==> src/sv/absc_pkg.sv <==
// ----------------------------------------------------------------------------
// absc_pkg
// Shared types, codes and constants of the A/B boot slot controller.
// ----------------------------------------------------------------------------
`default_nettype none

package absc_pkg;

  typedef logic [2:0]  func_t;
  typedef logic [1:0]  slot_t;
  typedef logic [3:0]  cnt_t;
  typedef logic [3:0]  reason_t;
  typedef logic [31:0] word_t;

  // Event codes.
  localparam func_t FUNC_SELECT   = 3'd0;
  localparam func_t FUNC_STAGE    = 3'd1;
  localparam func_t FUNC_ATTEMPT  = 3'd2;
  localparam func_t FUNC_CONFIRM  = 3'd3;
  localparam func_t FUNC_ROLLBACK = 3'd4;
  localparam func_t FUNC_CLEAR    = 3'd5;

  // Slot codes.
  localparam slot_t SLOT_NONE    = 2'd0;
  localparam slot_t SLOT_A       = 2'd1;
  localparam slot_t SLOT_B       = 2'd2;
  localparam slot_t SLOT_UNKNOWN = 2'd3;

  // Configuration register indexes.
  localparam logic REG_MAX_ATTEMPTS  = 1'b0;
  localparam logic REG_SLOT_CAPACITY = 1'b1;

  // Attempt limits and reset values.
  localparam cnt_t  ATTEMPT_LIMIT_TOP = 4'd10;
  localparam cnt_t  ATTEMPT_DEFAULT   = 4'd3;
  localparam cnt_t  ATTEMPT_SAT       = 4'd15;
  localparam cnt_t  CNT_ONE           = 4'd1;
  localparam word_t CAPACITY_DEFAULT  = 32'd1048576;

  // Commands from the controller to the datapath.
  typedef struct packed {
    logic capture;  // latch the incoming item
    logic exec;     // apply the event to the boot record
    logic load;     // fill the result register
  } absc_cmd_t;

endpackage

`default_nettype wire

==> src/sv/absc_ctrl.sv <==
// ----------------------------------------------------------------------------
// absc_ctrl
// Sequencer: capture an item, apply it, load the result, hand it over.
// ----------------------------------------------------------------------------
`default_nettype none

module absc_ctrl
  import absc_pkg::*;
(
  input  wire logic      clk,
  input  wire logic      rst_n,
  input  wire logic      in_valid,
  output logic           in_ready,
  output logic           out_valid,
  input  wire logic      out_ready,
  output absc_cmd_t      cmd
);

  localparam logic [1:0] ST_IDLE = 2'd0;
  localparam logic [1:0] ST_EXEC = 2'd1;
  localparam logic [1:0] ST_LOAD = 2'd2;
  localparam logic [1:0] ST_SEND = 2'd3;

  logic [1:0] state_r;
  logic [1:0] state_nxt;

  // Handshake outputs decode straight from the state.
  assign in_ready  = (state_r == ST_IDLE);
  assign out_valid = (state_r == ST_SEND);

  // Next state and datapath commands.
  always_comb begin
    state_nxt   = state_r;
    cmd.capture = 1'b0;
    cmd.exec    = 1'b0;
    cmd.load    = 1'b0;
    case (state_r)
      ST_IDLE: begin
        if (in_valid) begin
          cmd.capture = 1'b1;
          state_nxt   = ST_EXEC;
        end
      end
      ST_EXEC: begin
        cmd.exec  = 1'b1;
        state_nxt = ST_LOAD;
      end
      ST_LOAD: begin
        cmd.load  = 1'b1;
        state_nxt = ST_SEND;
      end
      ST_SEND: begin
        if (out_ready) begin
          state_nxt = ST_IDLE;
        end
      end
      default: begin
        state_nxt = ST_IDLE;
      end
    endcase
  end

  always_ff @(posedge clk) begin
    if (!rst_n) begin
      state_r <= ST_IDLE;
    end else begin
      state_r <= state_nxt;
    end
  end

endmodule

`default_nettype wire

==> config.mk <==
export PLATFORM = sky130hd
export DESIGN_NAME = absc_ctrl
export DESIGN_NICKNAME = d
export VERILOG_FILES = /design/src/sv/absc_pkg.sv /design/src/sv/absc_ctrl.sv
export SDC_FILE = /design/constraint.sdc
export NUM_CORES = 1
export LEC_CHECK = 0
export ABC_AREA = 1
export BUFFER_PORTS_ARGS = -buffer_cell sky130_fd_sc_hd__buf_2
export CORE_AREA = 2 2 39 41
export CTS_BUF_LIST = sky130_fd_sc_hd__clkbuf_16
export DETAILED_ROUTE_END_ITERATION = 16
export DIE_AREA = 0 0 41 43
export RECOVER_POWER = 50
export SKIP_CTS_REPAIR_TIMING = 1
export SLEW_MARGIN = 20
export SYNTH_ARGS = -nofsm -noshare
export SYNTH_HDL_FRONTEND = slang
export SYNTH_SLANG_ARGS = --single-unit
==> constraint.sdc <==
create_clock -name clk -period 1.1 [get_ports clk]
set_input_delay 0.22 -clock clk [delete_from_list [all_inputs] [get_ports clk]]
set_output_delay 0.22 -clock clk [all_outputs]
set_load 0.02 [all_outputs]
==> impl_summary.txt, run 1 <==
----------------------------------------------------
[Run status]
  Outcome ... finished with violations
  Violations in the final reports ... negative setup slack

[Min path]
  Path class of the lowest-slack min-delay path ... primary input to flop

[Cells and area]
  Biggest registers after layout ... state_r x2
  Multi-input gate area ... roughly 120 um2
  Core occupancy in the finished layout ... 0.256
  Flip-flop count of the largest register after layout ... 2
  Filler cell count ... roughly 150
  Fraction of final layout cells sized beyond drive strength 1 ... 0.611
  Non-Filler Cell Area, Final ... ~350 um2
  Synthesis-to-finish area growth ... 110%
  Sequential cell area ... ~48 um2
  Register with the most flip-flops ... state_r
  Final non-filler cell total ... 52
  Final antenna diode count ... 0
  Final-stage net count ... 46

[Logic synthesis]
  Number of distinct library cells after synthesis ... 8
  Syn avg cell area ... 7.04 um2
  Top cells by area in the synthesized netlist ... ha_1 30%, dfxtp_1 24%, inv_1 13%
  Nets in the synthesized netlist ... 32
  Yosys top cell by area ... ha_1
  Count of mapped cells out of synthesis ... 24
  Synth Warn # ... 0
  Portion of synthesized cell area occupied by the leading cell type ... 0.296
  Seq/Total Area, Yosys ... 0.237
  FF+latch count, synth ... 2
  Netlist area before placement ... about 170 um2

[Setup path]
  Worst Setup EP ... cmd[1]
  Worst-case register-to-register setup slack ... between 0.1 and 0.15 ns
  Cell count of the worst reg-to-reg path ... 6
  Highest fanout seen on the critical path ... 4
  Critical setup path kind ... flop to output port
  Kind of end point of the critical path ... output port
  Category of the worst setup path launch point ... flop
  Data arrival time at the worst-slack endpoint ... between 0.9 and 1 ns
  Start point of the critical path ... state_r[0]
  R2R Path End ... state_r[0]
  WP data required ... 0.88 ns
  Reg-to-reg startpoint ... state_r[0]

[Die]
  Floorplan die height ... 43 um
  Row cnt ... 14
  Core box area ... about 1400 um2
  Boundary Pins ... 9
  Floorplan die width ... slightly above 40 um
  Die outline area ... around 1800 um2
  Starting density of the core ... 0.122

[STA]
  Final Hold Slack ... 0.249 ns
  Final period demand of the worst path ... 1.21 ns
  Worst Skew ... 0.000925 ns
  Period Utilization, post-route ... 1.10
  Final-report max-slew violation count ... 0
  Max Fclk ... ~800 MHz
  Final critical-path setup slack ... -0.114 ns
  Slew @ Worst Pin ... 0.134 ns
  Setup repair after global routing missed its margin ... yes
  Final setup vio count ... 5
  Final hold violation count ... 0
  Slew margin rel. ... 0.910

[Placement]
  Number of cells after detailed placement ... 49
  Total of buffers placed on input and output ports ... 8
  Dpl hpwl ... between 200 and 300 um
  Placed Area ... between 200 and 250 um2
  Placer congestion estimate ... between 0.6 and 0.7

[Power and ir drop]
  Power density relative to cell area ... roughly 3600 nW/um2
  Leakage power summed over all cells ... approximately 0.19 nW
  Overall power of the completed layout ... 1.26 mW
  Max rail drop VDD ... approximately 0.0013 V

[Clock tree]
  Number of buffers created by CTS ... 3
  Post-CTS clock slew at the launch and capture registers of the worst setup and hold paths ... 0.03 ns
  CTS H-tree depth ... 1
  Clk sinks ... 2
  Clk_lat worst skew ... around 0.22 ns
  CTS tree ... built
  Buffers from clock root to sink, at most ... 2
  Clock root buffer master ... clkbuf_16

[GRT]
  Pin count of the biggest net entering global routing ... 5
  Number of global-route vias before repair ... ~120
  Number of antenna violations at the first check in global routing ... 0
  Total grt overflow ... 0
  Tot GR Track Use ... 0.0450
  First-pass GRT wire length ... roughly 440 um

[Detailed routing]
  Via/cell ratio ... around 3.4
  Total via count in the routed design ... around 180
  Wirelength per Cell ... about 8.0 um
  Antenna-violating nets left ... 0
  Post-detailed-route DRC marker count ... 0
  First-iteration detailed-routing DRC count ... 1
  Overall routed net length ... 415 um
  Detailed-routing iteration count for the pre-antenna-repair pass ... 4

[Flow run]
  Max-cap check violation count ... 0

----------------------------------------------------
[stage by stage]
stage	TNS (ns)	setup slack, ns
floorplan	0	0.0188
global placement	0	0.00773
detailed placement	-0.0121	-0.0121
CTS	-0.809	-0.247
global route	-0.562	-0.141
finish	-0.443	-0.114
[worst max-delay path, stage by stage (launching register included)]
cell	delay (ns)
dfxtp_4	0.35
buf_4	0.13
ha_2	0.17
buf_6	0.12
[Yosys cell counts]
master / n
a21oi_1: 2
dfxtp_1: 2
ha_1: 4
inv_1: 6
nand2_1: 5
nand2_2: 1
nand3_2: 1
nor2_1: 3
[final cells by class]
cell class	count	share of cell area
inverters	6	0.0777
flip-flops and latches	2	0.134
well taps	16	0.0565
clock buffers	3	0.212
multi-input cells	16	0.350
repair buffers	9	0.170
[cells by family (layout without fill, tap and decap cells)]
group / Yosys count / in the layout / share of synthesized area
compound gates: 2 / 2 / 0.0593
fa+ha+maj: 4 / 4 / 0.296
buf+inv: 6 / 18 / 0.133
flops: 2 / 2 / 0.237
simple gates: 10 / 10 / 0.274
[report_power, final]
| group | switching [mW] | internal [mW] |
|---|---|---|
| logic | 0.290 | 0.250 |
| clock network | 0.0863 | 0.463 |
| registers | 0.0511 | 0.124 |
| total | 0.427 | 0.837 |
[placed cells by master (no fill, tap or decap)]
master,count
buf_4,1
ha_4,1
clkbuf_16,3
buf_2,6
inv_2,1
inv_4,2
nand2_1,4
ha_1,2
inv_1,3
nand2_2,2
nor2_1,3
nand3_2,1
a21oi_1,2
dfxtp_4,2
buf_6,2
ha_2,1
[worst min path at each step]
stage / start / slack, ns / cells past startpoint / to
4_1_cts: rst_n / 0.24 / 3 / state_r[1]
5_1_grt: rst_n / 0.26 / 3 / state_r[1]
3_3_place_gp: rst_n / 0.47 / 3 / state_r[1]
6_report: rst_n / 0.25 / 3 / state_r[0]
2_1_floorplan: rst_n / 0.34 / 2 / state_r[1]
3_5_place_dp: rst_n / 0.47 / 3 / state_r[1]
[layer usage]
metal | routed length (um) | GRT usage | part of all wire
met1 | 180 | 0.0540 | 0.43
met2 | 201 | 0.0406 | 0.48
met3 | 32 | 0.0314 | 0.077
met4 | 0 | 0.0600 | 0
met5 | 0 | 0 | 0
Power figures use the tool's default switching activity.
==> run 2, diff against run 1 <==
- clock period: 1.1 -> 1.5 ns (I/O delays scaled with it)
==> impl_summary.txt, run 2 (synthesis results as in run 1) <==
----------------------------------------------------
[Placement]
  Number of cells after detailed placement ... 48
  Placed Area ... between 200 and 250 um2
  Placer congestion estimate ... 0.650
  Dpl hpwl ... approximately 250 um
  Total of buffers placed on input and output ports ... 8

[Setup path]
  R2R Path End ... state_r[1]
  Cell count of the worst reg-to-reg path ... 6
  Max stage delay on crit path ... between 0.3 and 0.4 ns
  Critical path's top delay family ... flip-flops
  Start point of the critical path ... state_r[0]
  Most repeated library cell on the critical path ... inv_1
  Crit path cell chain ... inv_1 -> ha_1 -> nand2_1 -> inv_1 -> buf_2
  Highest fanout seen on the critical path ... 4
  Worst Setup EP ... cmd[2]
  Buf+Inv Stages, Crit Path ... 3
  Critical setup path kind ... flop to output port
  Category of the worst setup path launch point ... flop
  Cell count along the critical path ... 5
  Kind of end point of the critical path ... output port
  Slowest stage cell on the critical path ... dfxtp_2
  Reg-to-reg startpoint ... state_r[0]
  Worst-case register-to-register setup slack ... about 0.42 ns
  WP data required ... 1.20 ns
  Data arrival time at the worst-slack endpoint ... 1.10 ns

[Run status]
  Outcome ... complete, no violations

[Cells and area]
  Commonest non-fill, non-tap cells in the layout ... 7 x buf_2, 6 x inv_1, 6 x nand2_1
  Register with the most flip-flops ... state_r
  Final-stage net count ... between 40 and 50
  Filler cell count ... 157
  Fraction of final layout cells sized beyond drive strength 1 ... 0.371
  Final non-filler cell total ... 51
  Non-Filler Cell Area, Final ... 303 um2
  Biggest registers after layout ... state_r x2
  Most common cell after layout, fill and taps aside ... buf_2
  Synthesis-to-finish area growth ... 79.3%
  Core occupancy in the finished layout ... 0.219
  Flip-flop count of the largest register after layout ... 2
  Final antenna diode count ... 0

[STA]
  Max Fclk ... around 720 MHz
  Final Hold Slack ... 0.328 ns
  Setup Total Neg Slack ... 0 ns
  Final period demand of the worst path ... about 1.4 ns
  Setup repair after global routing missed its margin ... no
  Slew margin rel. ... 0.834
  Period Utilization, post-route ... 0.930
  Final setup vio count ... 0
  Final hold violation count ... 0
  Final-report max-slew violation count ... 0
  Slew @ Worst Pin ... approximately 0.25 ns
  Worst Skew ... 0.00262 ns

[Die]
  Floorplan die height ... approximately 43 um
  Row cnt ... 14
  Floorplan die width ... about 41 um
  Boundary Pins ... 9
  Starting density of the core ... 0.122
  Die outline area ... around 1800 um2
  Core box area ... approximately 1400 um2

[Detailed routing]
  Total via count in the routed design ... 169
  Via/cell ratio ... roughly 3.3
  Detailed-routing iteration count for the pre-antenna-repair pass ... 2
  Wirelength per Cell ... between 7 and 8 um
  First-iteration detailed-routing DRC count ... 2
  Overall routed net length ... around 370 um
  Antenna-violating nets left ... 0
  Post-detailed-route DRC marker count ... 0

[Flow run]
  Max-cap check violation count ... 0

[Power and ir drop]
  Combinational Power Share ... 0.370
  Clock power share ... 0.494
  Cell-internal power ... between 0.5 and 0.6 mW
  Switching share of total power ... 0.337
  Leakage power summed over all cells ... roughly 0.17 nW
  Total net switching power ... between 0.2 and 0.3 mW
  Power density relative to cell area ... roughly 2600 nW/um2
  Fraction of power consumed by sequential logic ... 0.136
  Max rail drop VDD ... 0.000664 V

[GRT]
  Pin count of the biggest net entering global routing ... 5
  First-pass GRT wire length ... around 430 um
  Total grt overflow ... 0
  Number of antenna violations at the first check in global routing ... 0
  Tot GR Track Use ... 0.0410
  Number of global-route vias before repair ... approximately 120

[Clock tree]
  Post-CTS clock slew at the launch and capture registers of the worst setup and hold paths ... about 0.030 ns
  Number of buffers created by CTS ... 3
  Clk_lat worst skew ... between 0.2 and 0.25 ns
  CTS tree ... built
  Buffers from clock root to sink, at most ... 2
  Clock root buffer master ... clkbuf_16
  CTS H-tree depth ... 1
  Clk sinks ... 2

[Min path]
  Start point of the worst hold path ... rst_n
  Path class of the lowest-slack min-delay path ... primary input to flop

----------------------------------------------------
==> run 2: cell types whose count changed in the layout (fill, tap and decap cells not counted), moves of 2 or more <==
cell,change
dfxtp_2,+2
nand2_1,+2
ha_1,+2
inv_4,-2
inv_1,+3
dfxtp_4,-2
buf_6,-2
nand2_2,-2
==> run 2: worst register-to-register path, stage by stage (launching register included) <==
cell and delay [ns]:
dfxtp_2 0.35, inv_1 0.06, ha_1 0.23, nand2_1 0.13
nand3_2 0.08, nand2_1 0.07, nor2_1 0.04
==> run 2: layer usage <==
layer / up-vias / global-route usage / share of wire
li1: 93 / - / -
met1: 70 / 0.0541 / 0.50
met2: 6 / 0.0375 / 0.43
met3: 0 / 0.0471 / 0.065
met4: 0 / 0.0200 / 0
met5: - / 0 / 0
==> run 2: power by group through the flow <==
stage / sequential, mW / combinational [mW] / clock, mW
finish: 0.109 / 0.295 / 0.395
floorplan: 0.0960 / 0.241 / 0
global placement: 0.103 / 0.295 / 0
detailed placement: 0.103 / 0.301 / 0
global route: 0.111 / 0.328 / 0.409
CTS: 0.102 / 0.302 / 0.401
==> run 2: worst min path at each step <==
stage	depth (start not counted)	slack, ns	to
floorplan	2	0.42	state_r[1]
global placement	2	0.54	state_r[1]
detailed placement	2	0.54	state_r[1]
CTS	3	0.33	state_r[1]
global route	3	0.33	state_r[1]
finish	3	0.33	state_r[0]
==> run 2: stage by stage <==
stage | power, mW | setup slack [ns]
after floorplan | 0.337 | 0.264
after global placement | 0.397 | 0.279
after detailed placement | 0.404 | 0.256
after CTS | 0.806 | 0.0292
after global routing | 0.848 | 0.0287
final | 0.799 | 0.105
==> run 2: final cells by class <==
cell class                      count  area (um2)  share of cell area
Clock buffer                        3        75.1               0.248
Inverter                            6        22.5              0.0744
Multi-Input combinational cell     16         104               0.343
Sequential cell                     2        42.5               0.140
Tap cell                           16        20.0              0.0661
Timing Repair Buffer                8        38.8               0.128
