==> src/sv/absc_pkg.sv <==
// ----------------------------------------------------------------------------
// absc_pkg
// Shared types, codes and constants of the A/B boot slot controller.
// ----------------------------------------------------------------------------
`default_nettype none

package absc_pkg;

  typedef logic [2:0]  func_t;
  typedef logic [1:0]  slot_t;
  typedef logic [3:0]  cnt_t;
  typedef logic [3:0]  reason_t;
  typedef logic [31:0] word_t;

  // Event codes.
  localparam func_t FUNC_SELECT   = 3'd0;
  localparam func_t FUNC_STAGE    = 3'd1;
  localparam func_t FUNC_ATTEMPT  = 3'd2;
  localparam func_t FUNC_CONFIRM  = 3'd3;
  localparam func_t FUNC_ROLLBACK = 3'd4;
  localparam func_t FUNC_CLEAR    = 3'd5;

  // Slot codes.
  localparam slot_t SLOT_NONE    = 2'd0;
  localparam slot_t SLOT_A       = 2'd1;
  localparam slot_t SLOT_B       = 2'd2;
  localparam slot_t SLOT_UNKNOWN = 2'd3;

  // Configuration register indexes.
  localparam logic REG_MAX_ATTEMPTS  = 1'b0;
  localparam logic REG_SLOT_CAPACITY = 1'b1;

  // Attempt limits and reset values.
  localparam cnt_t  ATTEMPT_LIMIT_TOP = 4'd10;
  localparam cnt_t  ATTEMPT_DEFAULT   = 4'd3;
  localparam cnt_t  ATTEMPT_SAT       = 4'd15;
  localparam cnt_t  CNT_ONE           = 4'd1;
  localparam word_t CAPACITY_DEFAULT  = 32'd1048576;

  // Commands from the controller to the datapath.
  typedef struct packed {
    logic capture;  // latch the incoming item
    logic exec;     // apply the event to the boot record
    logic load;     // fill the result register
  } absc_cmd_t;

endpackage

`default_nettype wire

==> src/sv/absc_dp.sv <==
// ----------------------------------------------------------------------------
// absc_dp
// Boot record, configuration registers, event update and result register.
// ----------------------------------------------------------------------------
`default_nettype none

module absc_dp
  import absc_pkg::*;
(
  input  wire logic    clk,
  input  wire logic    rst_n,
  input  absc_cmd_t    cmd,
  input  wire func_t   in_func,
  input  wire slot_t   in_slot,
  input  wire word_t   in_image_bytes,
  input  wire word_t   in_image_checksum,
  input  wire reason_t in_reason,
  input  wire logic    cfg_we,
  input  wire logic    cfg_index,
  input  wire word_t   cfg_wdata,
  output logic         out_ok,
  output slot_t        out_boot_slot,
  output slot_t        out_active,
  output slot_t        out_confirmed,
  output slot_t        out_pending,
  output slot_t        out_last_boot,
  output reason_t      out_reason,
  output cnt_t         out_slot_attempts,
  output word_t        out_slot_checksum
);

  // Configuration registers.
  cnt_t    max_att_r, max_att_nxt;
  word_t   capacity_r;

  // Boot record.
  logic    valid_r [2];
  word_t   size_r  [2];
  word_t   csum_r  [2];
  cnt_t    cnt_r   [2];
  slot_t   act_r, conf_r, pend_r, last_r;
  reason_t rsn_r;

  logic    valid_nxt [2];
  word_t   size_nxt  [2];
  word_t   csum_nxt  [2];
  cnt_t    cnt_nxt   [2];
  slot_t   act_nxt, conf_nxt, pend_nxt, last_nxt;
  reason_t rsn_nxt;
  logic    ok_nxt;

  // Latched item.
  func_t   func_r;
  slot_t   slot_r;
  word_t   isize_r;
  word_t   icsum_r;
  reason_t irsn_r;
  logic    ok_r;

  // Sanitized view of the record.
  logic    boot   [2];
  logic    s_valid[2];
  word_t   s_size [2];
  word_t   s_csum [2];
  cnt_t    s_cnt  [2];
  cnt_t    s_max;
  slot_t   s_act, s_conf, s_pend, s_last;

  logic    known;
  logic    idx;
  logic    tgt_boot;
  logic    fits_in;
  cnt_t    tgt_cnt;

  // Selection terms.
  logic    pend_ok;
  slot_t   act_pick;
  logic    act_boot;
  slot_t   boot_pick;

  function automatic logic slot_is_known(slot_t s);
    return (s == SLOT_A) || (s == SLOT_B);
  endfunction

  // Which slots can be booted right now.
  always_comb begin
    for (int i = 0; i < 2; i++) begin
      boot[i] = valid_r[i] && (size_r[i] != '0) && (size_r[i] <= capacity_r);
    end
  end

  // Sanitized record, used by stage and rollback.
  always_comb begin
    s_max = ((max_att_r == '0) || (max_att_r > ATTEMPT_LIMIT_TOP)) ?
            ATTEMPT_DEFAULT : max_att_r;
    for (int i = 0; i < 2; i++) begin
      s_valid[i] = boot[i] ? valid_r[i] : 1'b0;
      s_size[i]  = ((size_r[i] != '0) && (size_r[i] <= capacity_r)) ? size_r[i] : '0;
      s_csum[i]  = boot[i] ? csum_r[i] : '0;
      s_cnt[i]   = boot[i] ? cnt_r[i] : '0;
      if (s_cnt[i] > s_max) begin
        s_cnt[i] = s_max;
      end
    end
    s_act  = (((act_r == SLOT_A) && boot[0]) || ((act_r == SLOT_B) && boot[1])) ?
             act_r : SLOT_NONE;
    s_conf = (((conf_r == SLOT_A) && boot[0]) || ((conf_r == SLOT_B) && boot[1])) ?
             conf_r : SLOT_NONE;
    s_pend = (((pend_r == SLOT_A) && boot[0]) || ((pend_r == SLOT_B) && boot[1])) ?
             pend_r : SLOT_NONE;
    s_last = slot_is_known(last_r) ? last_r : SLOT_NONE;
    if ((s_act == SLOT_NONE) && (s_conf != SLOT_NONE)) begin
      s_act = s_conf;
    end
  end

  // Event update.
  always_comb begin
    known    = slot_is_known(slot_r);
    idx      = (slot_r == SLOT_B);
    tgt_boot = known && (idx ? boot[1] : boot[0]);
    tgt_cnt  = idx ? cnt_r[1] : cnt_r[0];
    fits_in  = (isize_r != '0) && (isize_r <= capacity_r);

    max_att_nxt = max_att_r;
    for (int i = 0; i < 2; i++) begin
      valid_nxt[i] = valid_r[i];
      size_nxt[i]  = size_r[i];
      csum_nxt[i]  = csum_r[i];
      cnt_nxt[i]   = cnt_r[i];
    end
    act_nxt  = act_r;
    conf_nxt = conf_r;
    pend_nxt = pend_r;
    last_nxt = last_r;
    rsn_nxt  = rsn_r;
    ok_nxt   = 1'b0;

    case (func_r)
      FUNC_SELECT: begin
        ok_nxt = 1'b1;
      end
      FUNC_STAGE: begin
        if (known && fits_in) begin
          max_att_nxt = s_max;
          for (int i = 0; i < 2; i++) begin
            valid_nxt[i] = s_valid[i];
            size_nxt[i]  = s_size[i];
            csum_nxt[i]  = s_csum[i];
            cnt_nxt[i]   = s_cnt[i];
          end
          valid_nxt[idx] = 1'b1;
          size_nxt[idx]  = isize_r;
          csum_nxt[idx]  = icsum_r;
          cnt_nxt[idx]   = '0;
          act_nxt  = s_act;
          conf_nxt = s_conf;
          pend_nxt = slot_r;
          last_nxt = s_last;
          rsn_nxt  = '0;
          ok_nxt   = 1'b1;
        end
      end
      FUNC_ATTEMPT: begin
        if (tgt_boot) begin
          cnt_nxt[idx] = (tgt_cnt == ATTEMPT_SAT) ? ATTEMPT_SAT : (tgt_cnt + CNT_ONE);
          last_nxt     = slot_r;
          ok_nxt       = 1'b1;
        end
      end
      FUNC_CONFIRM: begin
        if (tgt_boot) begin
          cnt_nxt[idx] = '0;
          act_nxt  = slot_r;
          conf_nxt = slot_r;
          pend_nxt = SLOT_NONE;
          last_nxt = slot_r;
          rsn_nxt  = '0;
          ok_nxt   = 1'b1;
        end
      end
      FUNC_ROLLBACK: begin
        max_att_nxt = s_max;
        for (int i = 0; i < 2; i++) begin
          valid_nxt[i] = s_valid[i];
          size_nxt[i]  = s_size[i];
          csum_nxt[i]  = s_csum[i];
          cnt_nxt[i]   = s_cnt[i];
        end
        pend_nxt = SLOT_NONE;
        last_nxt = s_last;
        rsn_nxt  = irsn_r;
        conf_nxt = s_conf;
        // Sanitizing keeps bootable slots bootable, so the old check holds.
        if (tgt_boot) begin
          act_nxt = slot_r;
          if (s_conf == SLOT_NONE) begin
            conf_nxt = slot_r;
          end
        end else begin
          act_nxt = SLOT_NONE;
        end
        ok_nxt = 1'b1;
      end
      FUNC_CLEAR: begin
        if (known) begin
          valid_nxt[idx] = 1'b0;
          size_nxt[idx]  = '0;
          csum_nxt[idx]  = '0;
          cnt_nxt[idx]   = '0;
          if (act_r == slot_r) begin
            act_nxt = SLOT_NONE;
          end
          if (pend_r == slot_r) begin
            pend_nxt = SLOT_NONE;
          end
          if (conf_r == slot_r) begin
            conf_nxt = SLOT_NONE;
          end
          if (last_r == slot_r) begin
            last_nxt = SLOT_NONE;
          end
          ok_nxt = 1'b1;
        end
      end
      default: begin
        ok_nxt = 1'b0;
      end
    endcase
  end

  // Boot choice from the updated record.
  always_comb begin
    pend_ok = ((pend_r == SLOT_A) && boot[0] && (cnt_r[0] < max_att_r)) ||
              ((pend_r == SLOT_B) && boot[1] && (cnt_r[1] < max_att_r));
    if (slot_is_known(act_r)) begin
      act_pick = act_r;
    end else if (slot_is_known(conf_r)) begin
      act_pick = conf_r;
    end else begin
      act_pick = SLOT_NONE;
    end
    act_boot = ((act_pick == SLOT_A) && boot[0]) || ((act_pick == SLOT_B) && boot[1]);
    if (pend_ok) begin
      boot_pick = pend_r;
    end else if (act_boot) begin
      boot_pick = act_pick;
    end else if (boot[0]) begin
      boot_pick = SLOT_A;
    end else if (boot[1]) begin
      boot_pick = SLOT_B;
    end else begin
      boot_pick = SLOT_NONE;
    end
  end

  // Item latch.
  always_ff @(posedge clk) begin
    if (cmd.capture) begin
      func_r  <= in_func;
      slot_r  <= in_slot;
      isize_r <= in_image_bytes;
      icsum_r <= in_image_checksum;
      irsn_r  <= in_reason;
    end
  end

  // Record and configuration registers.
  always_ff @(posedge clk) begin
    if (!rst_n) begin
      max_att_r  <= ATTEMPT_DEFAULT;
      capacity_r <= CAPACITY_DEFAULT;
      for (int i = 0; i < 2; i++) begin
        valid_r[i] <= 1'b0;
        size_r[i]  <= '0;
        csum_r[i]  <= '0;
        cnt_r[i]   <= '0;
      end
      act_r  <= SLOT_NONE;
      conf_r <= SLOT_NONE;
      pend_r <= SLOT_NONE;
      last_r <= SLOT_NONE;
      rsn_r  <= '0;
      ok_r   <= 1'b0;
    end else begin
      if (cmd.exec) begin
        max_att_r <= max_att_nxt;
        for (int i = 0; i < 2; i++) begin
          valid_r[i] <= valid_nxt[i];
          size_r[i]  <= size_nxt[i];
          csum_r[i]  <= csum_nxt[i];
          cnt_r[i]   <= cnt_nxt[i];
        end
        act_r  <= act_nxt;
        conf_r <= conf_nxt;
        pend_r <= pend_nxt;
        last_r <= last_nxt;
        rsn_r  <= rsn_nxt;
        ok_r   <= ok_nxt;
      end
      if (cfg_we) begin
        if (cfg_index == REG_MAX_ATTEMPTS) begin
          max_att_r <= cfg_wdata[3:0];
        end else begin
          capacity_r <= cfg_wdata;
        end
      end
    end
  end

  // Result register.
  always_ff @(posedge clk) begin
    if (cmd.load) begin
      out_ok            <= ok_r;
      out_boot_slot     <= boot_pick;
      out_active        <= act_r;
      out_confirmed     <= conf_r;
      out_pending       <= pend_r;
      out_last_boot     <= last_r;
      out_reason        <= rsn_r;
      out_slot_attempts <= (slot_r == SLOT_A) ? cnt_r[0] :
                           (slot_r == SLOT_B) ? cnt_r[1] : '0;
      out_slot_checksum <= (slot_r == SLOT_A) ? csum_r[0] :
                           (slot_r == SLOT_B) ? csum_r[1] : '0;
    end
  end

endmodule

`default_nettype wire

==> config.mk <==
export PLATFORM = sky130hd
export DESIGN_NAME = absc_dp
export DESIGN_NICKNAME = d
export VERILOG_FILES = /design/src/sv/absc_pkg.sv /design/src/sv/absc_dp.sv
export SDC_FILE = /design/constraint.sdc
export NUM_CORES = 1
export LEC_CHECK = 0
export CAP_MARGIN = 5
export CORE_MARGIN = 2
export CORE_UTILIZATION = 40
export DETAILED_ROUTE_END_ITERATION = 7
export DONT_BUFFER_PORTS = 1
export GPL_ROUTABILITY_DRIVEN = 1
export PLACE_DENSITY_LB_ADDON = 0.05
export SETUP_SLACK_MARGIN = 0.05
export SYNTH_ARGS = -nofsm -noshare
export SYNTH_HDL_FRONTEND = slang
export SYNTH_SLANG_ARGS = --single-unit
==> constraint.sdc <==
create_clock -name clk -period 11.99 [get_ports clk]
set_clock_uncertainty 0.05 [all_clocks]
set_input_delay 1.199 -clock clk [delete_from_list [all_inputs] [get_ports clk]]
set_output_delay 1.199 -clock clk [all_outputs]
set_load 0.01 [all_outputs]
==> reports/qor.txt, run 1 <==
Final setup viols = 0
number of synthesized register bits = 311
routability cong. = 0.887
worst hold path type = flip-flop to flip-flop
post-layout util = 45.2%
post-synth top area cell = edfxtp_1
Max-Cap Viols = 0
CP Launch Type = flip-flop
post-CTS sizing = 0
vias = 11,400
Die W = 203 um
Seq/Total Area, Yosys = 56.0%
Fmax = 179 MHz
most frequent cells after synthesis = 262 x edfxtp_1, 172 x nor2_1, 134 x a22oi_1
Clk network pwr share = 39.2%
Syn-to-layout area delta = 11.1%
ys async rst share = 0%
Synth area leaders = edfxtp_1 50%, ha_1 9.1%, a22oi_1 6.4%
drc violations = 0
Peak supply drop = 109 uV
M3 GR Usage = 4.17%
Die Span Y = 203 um
Flop pwr share = 47.1%
CTS H-tree lvls = 2
Clock transition at path regs = 0.06 ns
RSZ-0062 raised after global routing = false
first-pass detailed-route iteration total = 5
switching share of power = 28.3%
Power Density = 166 mW/mm^2
DP Cell Count = 1,880
busiest grt layer = met2
Initial DRC Count = 944
tightest hold margin = 0.379 ns
Final Non-Filler Cells = 1,952
Post-Synthesis Cells = 1,428
hold buffers post-CTS = 0
port bufs = 0
measured slew at the worst slew-check pin = 1.14 ns
Root Buffer = clkbuf_16
Critical Path RT = 12.11 ns
GR Util met2 = 34.8%
Clock Tree Buf Depth = 3
Final min period = 5.58 ns
Critical Path End Type = flip-flop
Mapped Area = 0.0158 sq mm
routed wire length = 45,900 um
Synth top area share = 49.8%
worst setup margin = 6.41 ns
Place WS = 6.40 ns
P_sw = 0.000827 W
Mapped Avg Cell Area = 11.1 sq um
Tcrit/Tclk final = 46.6%
Post-DP HPWL = 29,800 um
pins over their slew limit = 0
initial core utilization = 40.7%
CTS tree = done
EDFF count, synth = 262
Hold Path Depth = 0
post-CTS setup buffer count = 0
internal reg-to-reg setup slack = 6.41 ns
Worst Path Arrival = 5.71 ns
vias per cell = 5.83
Nets = 1,629
Leak = 6.17 nW
setup TNS = 0 ns
internal power = 0.00209 W
die footprint = 0.0411 sq mm
DR WL/cell = 23.5 um
status = completed
r2r worst-path depth = 10
Storage cell area = 0.00885 sq mm
Num CTS Buffers = 38
Post-DRT Antenna Nets = 0
Synth Net Count = 1,655
Logic pwr share = 13.7%
WS Path Type = flip-flop to flip-flop
Worst Path Max Fanout = 79
multi-input logic area = 0.00653 sq mm
Fin. Hold Viols = 0
slew margin rel. = 23.9%
initial antenna violation count = 4
Primary FF master, synth = edfxtp_1
Yosys warning total = 0
vias in the first global route = 11,300
Synth cell types = 73
global-route wire length before repair = 71,000 um
share of layout cells above drive strength 1 = 6.15%
Worst-Skew Late Latency = 0.57 ns
met1 Usage GRT = 32.8%
Ports = 163
count leader, synth = edfxtp_1
Clock Sinks = 311
Total GRT Usage = 22.6%
largest net degree at the start of global routing = 88
fillcell total = 3,572
grt ovf = 0
core box area = 0.0388 sq mm
# rows = 72
## worst max-delay path, stage by stage, from the launching register on
cell and delay, ns:
edfxtp_1 0.47, ha_1 0.34, a21oi_1 0.14, o21ai_0 0.22, a2111oi_0 0.85, o211ai_1 0.28, o41a_1 0.53, and2_1 0.24
a21oi_4 0.48, buf_4 0.59, buf_4 0.89
## cell type report
| cell class | instances | share of cell area (%) |
|---|---|---|
| Sequential cell | 311 | 50.4 |
| Multi-Input combinational cell | 985 | 37.2 |
| Clock buffer | 47 | 5.66 |
| Tap cell | 518 | 3.69 |
| Clock inverter | 22 | 1.38 |
| Inverter | 55 | 1.18 |
| Timing Repair Buffer | 11 | 0.470 |
| Antenna cell | 3 | 0.0427 |
## sequential cells by signal (all words and copies together) (netlist names), 3 cells and up
name	cells
irsn_r	4
func_r	3
out_slot_checksum	32
size_r	64
cnt_r	8
capacity_r	32
icsum_r	32
out_slot_attempts	4
csum_r	64
isize_r	32
rsn_r	4
out_reason	4
max_att_r	4
## cell families after synthesis
family                     count (synthesis)  synth area share [%]
xor gates and xnor gates                   7                 0.388
AOI/OAI and AO/OA                        412                  17.8
adders and majority gates                115                  9.11
muxes                                      6                 0.459
and+or+nand+nor                          445                  13.0
buffers and inverters                    132                  3.18
DFF                                      311                  56.0
## power by group through the flow
stage	Clock, W	Sequential, W	Combinational, W
floorplan	0	0.00137	0.000293
global placement	0	0.00139	0.000399
detailed placement	0	0.00139	0.000402
CTS	0.00117	0.00137	0.000404
global route	0.00122	0.00139	0.000454
finish	0.00114	0.00137	0.000401
## cells in the final DEF (no fill, tap or decap), types with 6 or more instances in the layout
master / n
buf_4: 11
and2_1: 9
clkinv_1: 6
xnor2_1: 6
nand4_1: 26
nor4_1: 30
nor2_1: 169
nand2b_1: 8
a22o_1: 30
clkbuf_16: 38
inv_1: 55
nor3_1: 16
a31oi_1: 10
a21oi_1: 80
nand2_1: 126
clkbuf_1: 8
a21boi_0: 35
o21ai_0: 57
edfxtp_1: 262
a22oi_1: 134
nor2b_1: 11
dfxtp_1: 49
ha_1: 114
nand3_1: 22
## path summary, 6_finish.rpt
path	startpoint	end
setup / recovery	isize_r[31]	csum_r[0][1]
hold / removal	rsn_r[3]	out_reason[3]
setup reg to reg	isize_r[31]	csum_r[0][1]
hold reg to reg	rsn_r[3]	out_reason[3]
## metrics by stage
stage,cell area (sq um),power [W]
floorplan,15800,0.00166
global placement,16300,0.00179
detailed placement,16300,0.00180
CTS,17600,0.00295
global route,17600,0.00306
finish,17600,0.00292
## metal layers
metal	share of wire, %	up-vias
met4	2.1	2
li1	-	5392
met1	47	5592
met5	0.024	-
met2	45	333
met3	5.3	66
Note: power is estimated with default switching activity, not from simulation.
==> run 2: changes to the inputs <==
Clock period 11.99 ns to 5.4 ns, I/O delays scaled along.
==> run 2 against run 1 <==
  * Non-clock buffer count increased by 49
  * Via count increased by 1.1%
  * Setup slack got worse by 5.5 ns
  * Utilization increased by 1.3 points
  * Flip-flop and latch count unchanged
  * Critical path depth increased by 6
  * Hold slack got worse by 0.35 ns
  * Routed wire length decreased by 0.61%
  * Largest cell class unchanged
==> reports/qor.txt, run 2 (same netlist as run 1, synthesis figures left out) <==
CP Launch Type = flip-flop
cell mode on critical path = a21oi_1
routability cong. = 0.842 (-5.0%)
die footprint = 0.0411 sq mm (unchanged)
Max-Cap Viols = 0 (unchanged)
max incr delay on CP = 0.84 ns (-0.05 ns)
global-route wire length before repair = 70,700 um (-0.47%)
most frequent cells in the layout = 262 x edfxtp_1, 169 x nor2_1, 134 x a22oi_1
largest net degree at the start of global routing = 117 (+33%)
pins over their slew limit = 0 (unchanged)
post-CTS setup buffer count = 0 (unchanged)
Critical Path End Type = flip-flop
worst path cell trace = ha_1 -> nand4_1 -> nor4_1 -> and2_1 -> a21oi_1 -> nor4_4 -> and2_1 -> ha_1 -> nor2b_1 -> o21ai_0 -> nand2b_1 -> a21oi_1 -> a41o_1 -> o21ai_0 -> a21oi_1 -> nor2_1
Final setup viols = 0 (unchanged)
Num CTS Buffers = 38 (unchanged)
Crit path buffers/inverters = 0 (-2)
worst hold path type = input pin to flip-flop
CTS tree = done
routed wire length = 45,600 um (-0.61%)
vias per cell = 5.75 (-1.3%)
RSZ-0062 raised after global routing = false
Die W = 203 um (unchanged)
Critical Path Start = size_r[0][45]
Peak supply drop = 233 uV (+110%)
grt ovf = 0 (unchanged)
slew margin rel. = 26.2% (+2.4 points)
Max stage delay cell, worst path = nor4_4
r2r worst-path depth = 16 (+6)
vias = 11,500 (+1.1%)
drc violations = 0 (unchanged)
# rows = 72 (unchanged)
share of layout cells above drive strength 1 = 6.41% (+0.27 points)
DP Cell Count = 1,886 (+0.32%)
Clock transition at path regs = 0.06 ns (about the same)
largest registers = csum_r x64, size_r x64
core box area = 0.0388 sq mm (unchanged)
Root Buffer = clkbuf_16
Post-DP HPWL = 29,700 um (-0.33%)
setup TNS = 0 ns (unchanged)
Critical Path RT = 5.61 ns (-6.50 ns)
cell family with most CP delay = simple AND/OR/NAND/NOR gates
internal reg-to-reg setup slack = 0.89 ns (-5.52 ns)
commonest non-fill, non-tap cell in the layout = edfxtp_1
Worst Path Arrival = 4.72 ns (-0.99 ns)
initial core utilization = 40.7% (unchanged)
Worst-Skew Late Latency = 0.56 ns (about the same)
Fin. Hold Viols = 0 (unchanged)
Post-DRT Antenna Nets = 0 (unchanged)
Leak = 6.41 nW (+3.9%)
worst r2r dst = cnt_r[0][6]
cell depth of the worst setup path = 16 (+6)
Tcrit/Tclk final = 83.6% (+37 points)
Clock Sinks = 311 (unchanged)
status = completed
CTS H-tree lvls = 2 (unchanged)
Total GRT Usage = 22.4% (-0.21 points)
Clock Tree Buf Depth = 3 (unchanged)
critical path capture point = cnt_r[0][6]
Final min period = 4.51 ns (-1.07 ns)
Power Density = 363 mW/mm^2 (+120%)
measured slew at the worst slew-check pin = 1.10 ns (-0.0354 ns)
Nets = 1,678 (+3.0%)
Final Non-Filler Cells = 2,000 (+2.5%)
Fmax = 222 MHz (+24%)
Initial DRC Count = 727 (-23%)
first-pass detailed-route iteration total = 5 (unchanged)
DR WL/cell = 22.8 um (-3.0%)
Worst Path Max Fanout = 15 (-81%)
Syn-to-layout area delta = 14.5%
WS Path Type = flip-flop to flip-flop
vias in the first global route = 11,400 (+0.79%)
initial antenna violation count = 1 (-3)
hold buffers post-CTS = 43 (+43)
post-CTS sizing = 0 (unchanged)
port bufs = 0 (unchanged)
FF-to-FF Start = size_r[0][45]
Die Span Y = 203 um (unchanged)
Ports = 163 (unchanged)
[run 2: layout make-up]
cell class	instances	area (sq um)
clock inverter	13	163
antenna	1	2.50
tap	518	648
sequential	311	8850
clock buffer	57	1100
multi-input combinational	985	6530
fill	3632	20700
inverter	55	206
timing repair buffer	60	583
[run 2: power by group]
group | total (W) | internal [W] | switching [W] | leakage, nW
sequential | 0.00305 | 0.00285 | 0.000191 | 3.10
combinational | 0.000926 | 0.000343 | 0.000583 | 2.69
clock | 0.00259 | 0.00157 | 0.00103 | 0.616
[run 2: stage by stage]
stage          instance area, sq um  total power, W  hold slack (ns)  utilization, %  setup WS [ns]
2_1_floorplan                 15800         0.00367            0.353               -          0.650
3_3_place_gp                  16400         0.00399            0.363            42.2          0.898
3_5_place_dp                  16400         0.00399            0.361            42.2          0.884
4_1_cts                       18100         0.00664        0.0000395            46.6          0.861
5_1_grt                       18100         0.00687           0.0123            46.6          0.439
6_report                      18100         0.00656           0.0290            46.6          0.887
[run 2: worst min path at each step]
stage | start | to | slack [ns] | cells past startpoint
final | in_image_checksum[20] | icsum_r[20] | 0.03 | 0
after global routing | in_image_checksum[11] | icsum_r[11] | 0.01 | 0
after CTS | in_image_checksum[11] | icsum_r[11] | 0.00004 | 0
after detailed placement | rsn_r[1] | out_reason[1] | 0.36 | 0
after global placement | rsn_r[1] | out_reason[1] | 0.36 | 0
after floorplan | rsn_r[0] | out_reason[0] | 0.35 | 0
[run 2: layer usage]
metal  share of wire [%]  vias to the layer above  track usage (%)
met1                  47                     5613             32.0
met5                   0                        -                0
met3                 5.7                       68             3.80
met2                  45                      334             35.0
met4                 2.5                        0             6.86
li1                    -                     5493                -
==> run 3: changes to the inputs <==
Settings changed: ABC_AREA from default to 1.
Clock period 5.4 ns to 3.6 ns, I/O delays scaled along.
==> run 3 against run 2 <==
  * Highest routed layer is now met5
  * Flip-flop and latch count is the same
  * Global-route usage grew 0.80 points
  * Area after synthesis grew 12%
  * Non-clock buffer count grew 88
==> reports/qor.txt, run 3 <==
measured slew at the worst slew-check pin = 0.983 ns (-0.119 ns)
Worst Path Max Fanout = 29 (+14)
Worst Path Arrival = 3.51 ns (-1.21 ns)
Die W = 214 um (+5.7%)
vias per cell = 5.42 (-5.8%)
internal reg-to-reg setup slack = 0.27 ns (-0.62 ns)
Total GRT Usage = 23.2% (+0.80 points)
Power Density = 503 mW/mm^2 (+39%)
Seq/Total Area, Yosys = 50.0% (-6.0 points)
Leak = 8.10 nW (+26%)
Post-DP HPWL = 33,900 um (+14%)
Synth cell types = 51 (-30%)
DR WL/cell = 19.7 um (-13%)
initial core utilization = 40.3% (-0.44 points)
Hold Path Depth = 2 (+2)
Tot Pwr = 0.0105 W (+60%)
Final setup viols = 0 (unchanged)
Max-Cap Viols = 0 (unchanged)
DP Cell Count = 2,556 (+36%)
first-pass detailed-route iteration total = 5 (unchanged)
Syn-to-layout area delta = 18.0%
Clock Tree Buf Depth = 3 (unchanged)
worst setup margin = 0.268 ns (-0.619 ns)
Tcrit/Tclk final = 92.6% (+9.0 points)
worst hold path type = input pin to flip-flop
r2r worst-path depth = 12 (-4)
vias = 14,800 (+29%)
status = completed
post-route cell area = 0.0209 sq mm (+15%)
Fin. Hold Viols = 0 (unchanged)
Place WS = 0.180 ns (-0.703 ns)
Mapped Avg Cell Area = 8.72 sq um (-21%)
Post-DRT Antenna Nets = 0 (unchanged)
Mapped Area = 0.0177 sq mm (+12%)
Synth top area share = 44.5% (-5.3 points)
CP Launch Type = flip-flop
slew margin rel. = 34.2% (+8.0 points)
grt ovf = 0 (unchanged)
setup TNS = 0 ns (unchanged)
WS Path Type = flip-flop to flip-flop
worst r2r dst = size_r[0][54]
RSZ-0062 raised after global routing = false
Primary FF master, synth = edfxtp_1
initial antenna violation count = 2 (+1)
Yosys warning total = 0 (unchanged)
Fmax = 300 MHz (+35%)
Clock Sinks = 311 (unchanged)
Synth area leaders = edfxtp_1 44%, nand2_1 8.7%, ha_1 8.1%
Final min period = 3.33 ns (-1.18 ns)
core box area = 0.0439 sq mm (+13%)
Worst-Skew Late Latency = 0.56 ns (about the same)
most frequent cells in the layout = 409 x nand2_1, 262 x edfxtp_1, 237 x a21oi_1
Peak supply drop = 389 uV (+67%)
pins over their slew limit = 0 (unchanged)
CTS H-tree lvls = 2 (unchanged)
drc violations = 0 (unchanged)
Post-Synthesis Cells = 2,028 (+42%)
commonest non-fill, non-tap cell in the layout = nand2_1
most frequent cells after synthesis = 412 x nand2_1, 262 x edfxtp_1, 240 x a21oi_1
Ports = 163 (unchanged)
Synth Net Count = 2,255 (+36%)
largest net degree at the start of global routing = 139 (+19%)
worst hold start = cfg_wdata[15]
number of synthesized register bits = 311 (unchanged)
Critical Path End Type = flip-flop
fillcell total = 4,284 (+18%)
Final Non-Filler Cells = 2,729 (+36%)
vias in the first global route = 14,200 (+25%)
share of layout cells above drive strength 1 = 7.16% (+0.75 points)
Die Span Y = 214 um (+5.7%)
port bufs = 0 (unchanged)
count leader, synth = nand2_1
CTS tree = done
global-route wire length before repair = 84,200 um (+19%)
Critical Path RT = 3.78 ns (-1.83 ns)
Root Buffer = clkbuf_16
# rows = 77 (+6.9%)
ys async rst share = 0% (unchanged)
routed wire length = 53,900 um (+18%)
die footprint = 0.0459 sq mm (+12%)
Initial DRC Count = 1,039 (+43%)
routability cong. = 0.861 (+2.2%)
largest registers = csum_r x64, size_r x64
Clock transition at path regs = 0.06 ns (about the same)
post-synth top area cell = edfxtp_1
Nets = 2,336 (+39%)
Endpoint, Worst Hold = capacity_r[15]
FF-to-FF Start = isize_r[31]
EDFF count, synth = 262 (unchanged)
Num CTS Buffers = 39 (+2.6%)
Area after DPL = 0.0185 sq mm (+13%)
## run 3: cell count changes in the layout (fill, tap and decap cells not counted), moves of 20 or more
cell           previous run  this run
nand2_1                 127       409
o21ai_0                  57       219
a21oi_1                  80       237
inv_1                    55       198
a22oi_1                 134         0
nand3_1                  22        79
dlygate4sd3_1            43        99
nor2_1                  169       130
a21boi_0                 35         1
a22o_1                   30         0
o22ai_1                   4        32
buf_4                    15        35
o211ai_1                  5        25
## run 3: worst max-delay path, cell delays in order (launching register included)
cell,delay [ns]
edfxtp_1,0.51
ha_1,0.35
nand2_1,0.07
nor2_1,0.15
nand4_1,0.22
nor4_2,0.29
nand3b_1,0.11
nand2_1,0.18
nand2_1,0.12
nand2_1,0.11
a21oi_2,0.08
nor2_4,0.48
buf_12,0.28
## run 3: worst max path at each step
stage / cells after the start / endpoint / slack, ns / start
finish: 12 / size_r[0][54] / 0.27 / isize_r[31]
global route: 23 / cnt_r[0][1] / 0.05 / capacity_r[7]
CTS: 22 / cnt_r[0][1] / 0.16 / size_r[0][7]
detailed placement: 22 / cnt_r[0][1] / 0.18 / size_r[0][7]
global placement: 22 / cnt_r[0][1] / 0.14 / size_r[0][7]
floorplan: 11 / csum_r[0][0] / -0.38 / isize_r[31]
## run 3: where the power goes
group / total, W / internal (W) / switching (W)
Combinational: 0.00206 / 0.000715 / 0.00135
Clock: 0.00385 / 0.00231 / 0.00154
Sequential: 0.00459 / 0.00431 / 0.000280
## run 3: per-layer routing
layer  wire [um]  GRT usage [%]
met5          13              0
met4        1280           7.04
met3        2980           3.43
met2       23700           35.5
met1       25900           34.0
## run 3: metrics by stage
step | hold WS (ns) | util, %
floorplan | 0.358 | -
global placement | 0.365 | 42.1
detailed placement | 0.370 | 42.1
CTS | 0.000226 | 47.3
global route | 0.0178 | 47.5
finish | 0.0191 | 47.5
## run 3: timing repair
item | in CTS | in global routing
gates resized for setup | 0 | 19
setup endpoints to repair | 0 | 8
endpoints found under the hold margin | 245 | 0
setup buffers | 0 | 2
hold buffers | 102 | 0
## run 3: logic make-up (layout without fill, tap and decap cells)
logic type               count (synthesis)  after routing  share of synthesized area, %
AO/OA/AOI/OAI                          560            560                          17.1
XOR/XNOR                                 8              8                         0.396
adder cells (fa/ha/maj)                115            115                          8.14
buffers and inverters                  313            421                          6.90
flip-flops                             311            311                          50.0
other                                    0              1                             0
AND/OR/NAND/NOR                        721            721                          17.4
## run 3: final cells by class
type,count,area (sq um),share of cell area [%]
diodes,1,2.50,0.0120
clock buffers,56,1090,5.22
clock inverters,12,141,0.678
inverters,205,776,3.72
multi-input cells,1404,7710,37.0
flip-flops and latches,311,8850,42.4
well taps,592,741,3.55
repair buffers,148,1550,7.43
